<file path="src/rtl/sem_pkg.sv">
package sem_pkg;

   // Frame limits and derived widths
   localparam int MAX_WIDTH  = 1024;
   localparam int MAX_HEIGHT = 1024;
   localparam int COL_W      = $clog2(MAX_WIDTH);
   localparam int IN_ROW_W   = $clog2(MAX_HEIGHT + 2);
   localparam int OUT_ROW_W  = $clog2(MAX_HEIGHT + 1);

   // Field widths
   localparam int DIM_W      = 11;
   localparam int WEIGHT_W   = 9;
   localparam int PIX_W      = 8;
   localparam int PROD_W     = WEIGHT_W + PIX_W;
   localparam int GSUM_W     = PROD_W + 2;
   localparam int CSR_DATA_W = 11;
   localparam int CSR_IDX_W  = 3;

   // Gradient and root widths
   localparam int GRAD_W     = PIX_W + 2;
   localparam int SQ_W       = 2 * GRAD_W;
   localparam int ROOT_W     = 16;
   localparam int ROOT_STEPS = ROOT_W / 2;
   localparam int STEP_W     = $clog2(ROOT_STEPS);
   localparam logic [PIX_W-1:0] PIX_MAX = '1;

   // Reset values of the registers
   localparam logic [DIM_W-1:0]    RST_WIDTH  = DIM_W'(640);
   localparam logic [DIM_W-1:0]    RST_HEIGHT = DIM_W'(480);
   localparam logic [WEIGHT_W-1:0] RST_RED    = WEIGHT_W'(77);
   localparam logic [WEIGHT_W-1:0] RST_GREEN  = WEIGHT_W'(150);
   localparam logic [WEIGHT_W-1:0] RST_BLUE   = WEIGHT_W'(29);

   typedef enum logic [CSR_IDX_W-1:0] {
      CSR_FRAME_WIDTH  = 3'd0,
      CSR_FRAME_HEIGHT = 3'd1,
      CSR_WEIGHT_RED   = 3'd2,
      CSR_WEIGHT_GREEN = 3'd3,
      CSR_WEIGHT_BLUE  = 3'd4
   } csr_index_type;

   typedef enum logic [2:0] {
      ST_IDLE,
      ST_COMMIT,
      ST_GRAD,
      ST_SQUARE,
      ST_ROOT_INIT,
      ST_ROOT,
      ST_DONE
   } sem_state_type;

   typedef struct packed {
      logic load;
      logic commit;
      logic grad;
      logic square;
      logic root_init;
      logic root_step;
      logic out_load;
   } sem_cmd_type;

   typedef struct packed {
      logic produce;
      logic root_last;
      logic out_free;
   } sem_status_type;

endpackage

</file>
<file path="src/rtl/sem_ctrl.sv">
module sem_ctrl (
   input  logic                   clock,
   input  logic                   reset,
   input  logic                   req_valid,
   output logic                   req_ready,
   input  sem_pkg::sem_status_type status,
   output sem_pkg::sem_cmd_type    cmd
);
   import sem_pkg::*;

   sem_state_type state_ff;
   sem_state_type state_in;

   // State register
   always_ff @(posedge clock) begin
      if (reset) begin
         state_ff <= ST_IDLE;
      end else begin
         state_ff <= state_in;
      end
   end

   // Next state and commands
   always_comb begin
      state_in  = state_ff;
      cmd       = '0;
      req_ready = 1'b0;
      case (state_ff)
         ST_IDLE: begin
            req_ready = 1'b1;
            if (req_valid) begin
               cmd.load = 1'b1;
               state_in = ST_COMMIT;
            end
         end
         ST_COMMIT: begin
            cmd.commit = 1'b1;
            state_in   = status.produce ? ST_GRAD : ST_IDLE;
         end
         ST_GRAD: begin
            cmd.grad = 1'b1;
            state_in = ST_SQUARE;
         end
         ST_SQUARE: begin
            cmd.square = 1'b1;
            state_in   = ST_ROOT_INIT;
         end
         ST_ROOT_INIT: begin
            cmd.root_init = 1'b1;
            state_in      = ST_ROOT;
         end
         ST_ROOT: begin
            cmd.root_step = 1'b1;
            if (status.root_last) begin
               state_in = ST_DONE;
            end
         end
         ST_DONE: begin
            // Hold the result until the output slot is free
            if (status.out_free) begin
               cmd.out_load = 1'b1;
               state_in     = ST_IDLE;
            end
         end
         default: begin
            state_in = ST_IDLE;
         end
      endcase
   end
endmodule

</file>
<file path="config.mk">
export PLATFORM = sky130hd
export DESIGN_NAME = sem_ctrl
export DESIGN_NICKNAME = d
export VERILOG_FILES = /design/src/rtl/sem_pkg.sv /design/src/rtl/sem_ctrl.sv
export SDC_FILE = /design/constraint.sdc
export NUM_CORES = 1
export LEC_CHECK = 0
export ABC_CLOCK_PERIOD_IN_PS = 900
export BUFFER_PORTS_ARGS = -buffer_cell sky130_fd_sc_hd__clkbuf_2
export CAP_MARGIN = 20
export CORE_AREA = 4 4 41 43
export CTS_CLUSTER_SIZE = 24
export DETAILED_ROUTE_END_ITERATION = 8
export DIE_AREA = 0 0 45 47
export GPL_TIMING_DRIVEN = 0
export PLACE_DENSITY = 0.39
export SYNTH_ARGS = -nofsm -noshare
export SYNTH_HDL_FRONTEND = slang
export SYNTH_SLANG_ARGS = --single-unit
</file>
<file path="constraint.sdc">
create_clock -name clock -period 0.9 [get_ports clock]
set_input_delay 0.18 -clock clock [delete_from_list [all_inputs] [get_ports clock]]
set_output_delay 0.18 -clock clock [all_outputs]
set_load 0.02 [all_outputs]
</file>
# Yosys cells after proc, flatten, opt, wreduce, memory -nomap -nowiden

Index checks and enable logic that the tools add are counted.

Register bits: 3
Bits of input ports: 6

Eq/ne operators: 9
Mux-type cells: 15
Reduce and logical (&&, ||, !) cells: 2

Operator list:

| cell                                           | count |
|---|---|
| one-hot mux 3 bit (7 select lines)             | 1 |
| two-way mux 1 bit                              | 10 |
| == test 3 bit (second input constant)          | 3 |
| two-way mux 3 bit                              | 3 |
| == test 3 x 2 -> 1 bit (second input constant) | 2 |
| != test 2 bit (second input constant)          | 3 |
| == test 3 x 1 -> 1 bit (second input constant) | 1 |
| zero test 3 bit                                | 1 |
| AND reduction 3 bit                            | 1 |
| two-way mux 2 bit                              | 1 |

# Longest topological paths before layout

Word-level depth: 3
Mapped depth: 4
Gate-level depth less buffers: 3

# Least setup slack after synthesis

Ideal clock, no wire load.

Path kind: flip-flop to output port
Start point: register state_ff[2]
End point: output port cmd[6] (netlist name)
Arrival time: 1.205 ns
Path slack: -0.485 ns
Cell stages (with the launch flop): 3
Path buffers: 0
Cell sequence: dfxtp_1 -> nor3_1 -> and2_1

RTL lines:

| item                   | RTL line       | source |
|---|---|---|
| from (decl)            | sem_ctrl.sv:11 | `sem_state_type state_ff;` |
| from (signal assigned) | sem_ctrl.sv:19 | `state_ff <= state_in;` |
| to (decl)              | sem_ctrl.sv:7  | `output sem_pkg::sem_cmd_type cmd` |

==> metrics.cfg <==
[floorplan]
ios = 14
initial_core_util_pct = 19.0
rows = 13
die_x_um = 45
die_h_um = 47
die-area_sq_mm = 0.00212
coreArea_sq_mm = 0.00130

[drt]
drt_wl_total_um = 756
wl_per_cell_um = 11.0
vias = 316
drtIter0Drc = 1
drc_errors = 0
via_per_inst = 4.58
postRouteAntennaNets = 0
drtPass1Iterations = 2

[synthesis]
synth_top_area_share_pct = 24.2
synthArstFlopShare_pct = 0
synth_common_cells = nor2_1 (5), a21oi_1 (3), dfxtp_1 (3)
synthCells = 31
synth_area_leader_cell = dfxtp_1
ys_types = 18
syn-cell-area_sq_um = 248
synth-edff-count = 0
ys_ff_latch = 3
synthTopCellsByArea = dfxtp_1 (24%), buf_6 (9.1%), o211a_1 (8.1%)
syn_nets = 37
ys_warn_count = 0
synth_ff_type = dfxtp_1
yosysMostFrequentCell = nor2_1
synth_area_per_cell_sq_um = 7.99
synth-seq-area-share_pct = 24.2

[global_routing]
grt_max_degree = 8
grt_usage_pct = 9.08
grt_pass1_wl_mm = 1.31
antenna_found_initial = 0
grt_pass1_vias = 318
gr-total-overflow = 0

[clocking]
clkSinkCount = 3
tritoncts = done
cts.htree.levels = 1
cts_buffers = 3
root_buffer = clkbuf_4
clock_latency_ps = 240
cts.clk_slew.worst_paths_ps = 30
clockBufferDepth = 2

[hold_path]
worst_hold_startpoint = reset
hold-path-endpoint = state_ff[2]
hp-class = in -> reg
holdPathStages = 2

[setup_path]
path_cells = buf_8 > nor3b_4 > clkbuf_8
r2r_start = state_ff[1]
required_ps = 720
start_kind = flop
setup.worst_path.class = reg -> out
arrival_ps = 1100
critPathMaxStageDelay_ps = 380
critical_path.slowest_cell = dfxtp_4
regToRegEndpoint = state_ff[0]
setup.worst_path.end_class = output port
rrSetupSlack_ps = -180
reg2reg_depth = 4
cp_max_fo = 7

[sta]
post-route-period-util_pct = 142
worstMarginPinSlew_ps = 175
setup_viol = 11
worst_slack_ps = -375
fin_worst_skew_ps = 4.64
rsz0062_at_grt = true
max-slew-margin-rel_pct = 88.3
hold_violations = 0
slew_viol_final = 0
period_needed_ps = 1280
fmax_mhz = 784

[placed_design]
pre_cts_ws_ps = -235
port_buffers = 13
hpwl_um = 547
place.gp.congestion = 0.712

[layout]
fin_nets = 61
fillers = 133
reg_top3 = state_ff: 3 flops
largest-register = state_ff
largest_register_ffs = 3
multiInputGateArea_sq_um = 249
drive_gt1_share_pct = 77.8
area_growth_pct = 146
antennaDiodeCount = 0
regArea_sq_um = 71.3

[power_and_ir_drop]
fin_total_pwr_mw = 0.777
p_per_area_mw_per_mm2 = 1270
vdd_drop_max_uv = 1040
leakagePower_nw = 0.271

[run_status]
status = complete, but fails checks
violations = setup timing

[run]
cap_violations = 0

layout by cell type (no fill, tap or decap), types with 2 or more instances in the layout:
master    n
buf_8     5
clkbuf_2  5
clkbuf_8  5
buf_4     4
nor2_1    3
a21oi_1   3
clkbuf_4  3
dfxtp_4   3
nor3_4    2
nor3b_4   2
nor2_4    2
o211a_1   2
buf_6     2
power breakdown:
| part | total, mW | switching, mW | internal [mW] |
|---|---|---|---|
| Combinational | 0.368 | 0.165 | 0.203 |
| Clock | 0.241 | 0.0746 | 0.166 |
| Sequential | 0.169 | 0.0222 | 0.146 |
| Total | 0.777 | 0.262 | 0.516 |
worst max-delay path, delay by kind of cell (launching register included):
kind | cells | cell delay (ps)
AND/OR/NAND/NOR | 1 | 180
buffers and inverters | 2 | 310
flip-flops | 1 | 380
kinds of logic (layout without fill, tap and decap cells):
family                 count (synthesis)  after routing  share of synthesized area, %
buffers and inverters                  4             27                          13.6
AO/OA/AOI/OAI                          9              9                          30.3
flip-flops                             3              3                          24.2
AND/OR/NAND/NOR                       15             15                          31.8
what timing repair did:
action | CTS | global route
pin swaps | 5 | 5
endpoints found under the hold margin | 0 | 0
hold buffers | 0 | 0
resized for setup | 26 | 4
setup endpoints to repair | 11 | 11
setup buffers | 5 | 2
cell type report:
| class | count | area share [%] |
|---|---|---|
| timing repair buffer | 19 | 31.4 |
| sequential | 3 | 11.7 |
| inverter | 1 | 0.615 |
| clock buffer | 4 | 4.30 |
| buffer | 3 | 8.20 |
| multi-input combinational | 24 | 40.8 |
| tap | 15 | 3.07 |
routing by layer:
| layer | routed length [um] | GRT usage, % | up-vias |
|---|---|---|---|
| met5 | 0 | 0 | - |
| met1 | 308 | 9.75 | 140 |
| met3 | 74 | 4.60 | 3 |
| met2 | 358 | 14.4 | 12 |
| met4 | 14 | 5.26 | 0 |
| li1 | - | - | 161 |
metrics by stage:
stage	cells	area (sq um)	utilization, %	TNS, ps	hold slack (ps)
final	69	611	46.9	-3080	185
after global routing	69	611	46.9	-3610	184
after CTS	68	599	46.1	-3210	183
after detailed placement	59	420	32.3	-1330	399
after global placement	59	420	32.3	-1220	392
after floorplan	31	337	-	-500	242
worst max path at each step:
stage | to | slack (ps) | startpoint
after floorplan | cmd[6] | -130 | state_ff[1]
after global placement | cmd[0] | -220 | state_ff[2]
final | cmd[2] | -380 | state_ff[2]
after detailed placement | cmd[0] | -230 | state_ff[2]
after CTS | cmd[2] | -400 | state_ff[2]
after global routing | cmd[2] | -470 | state_ff[2]
(Power assumes the default switching activity.)
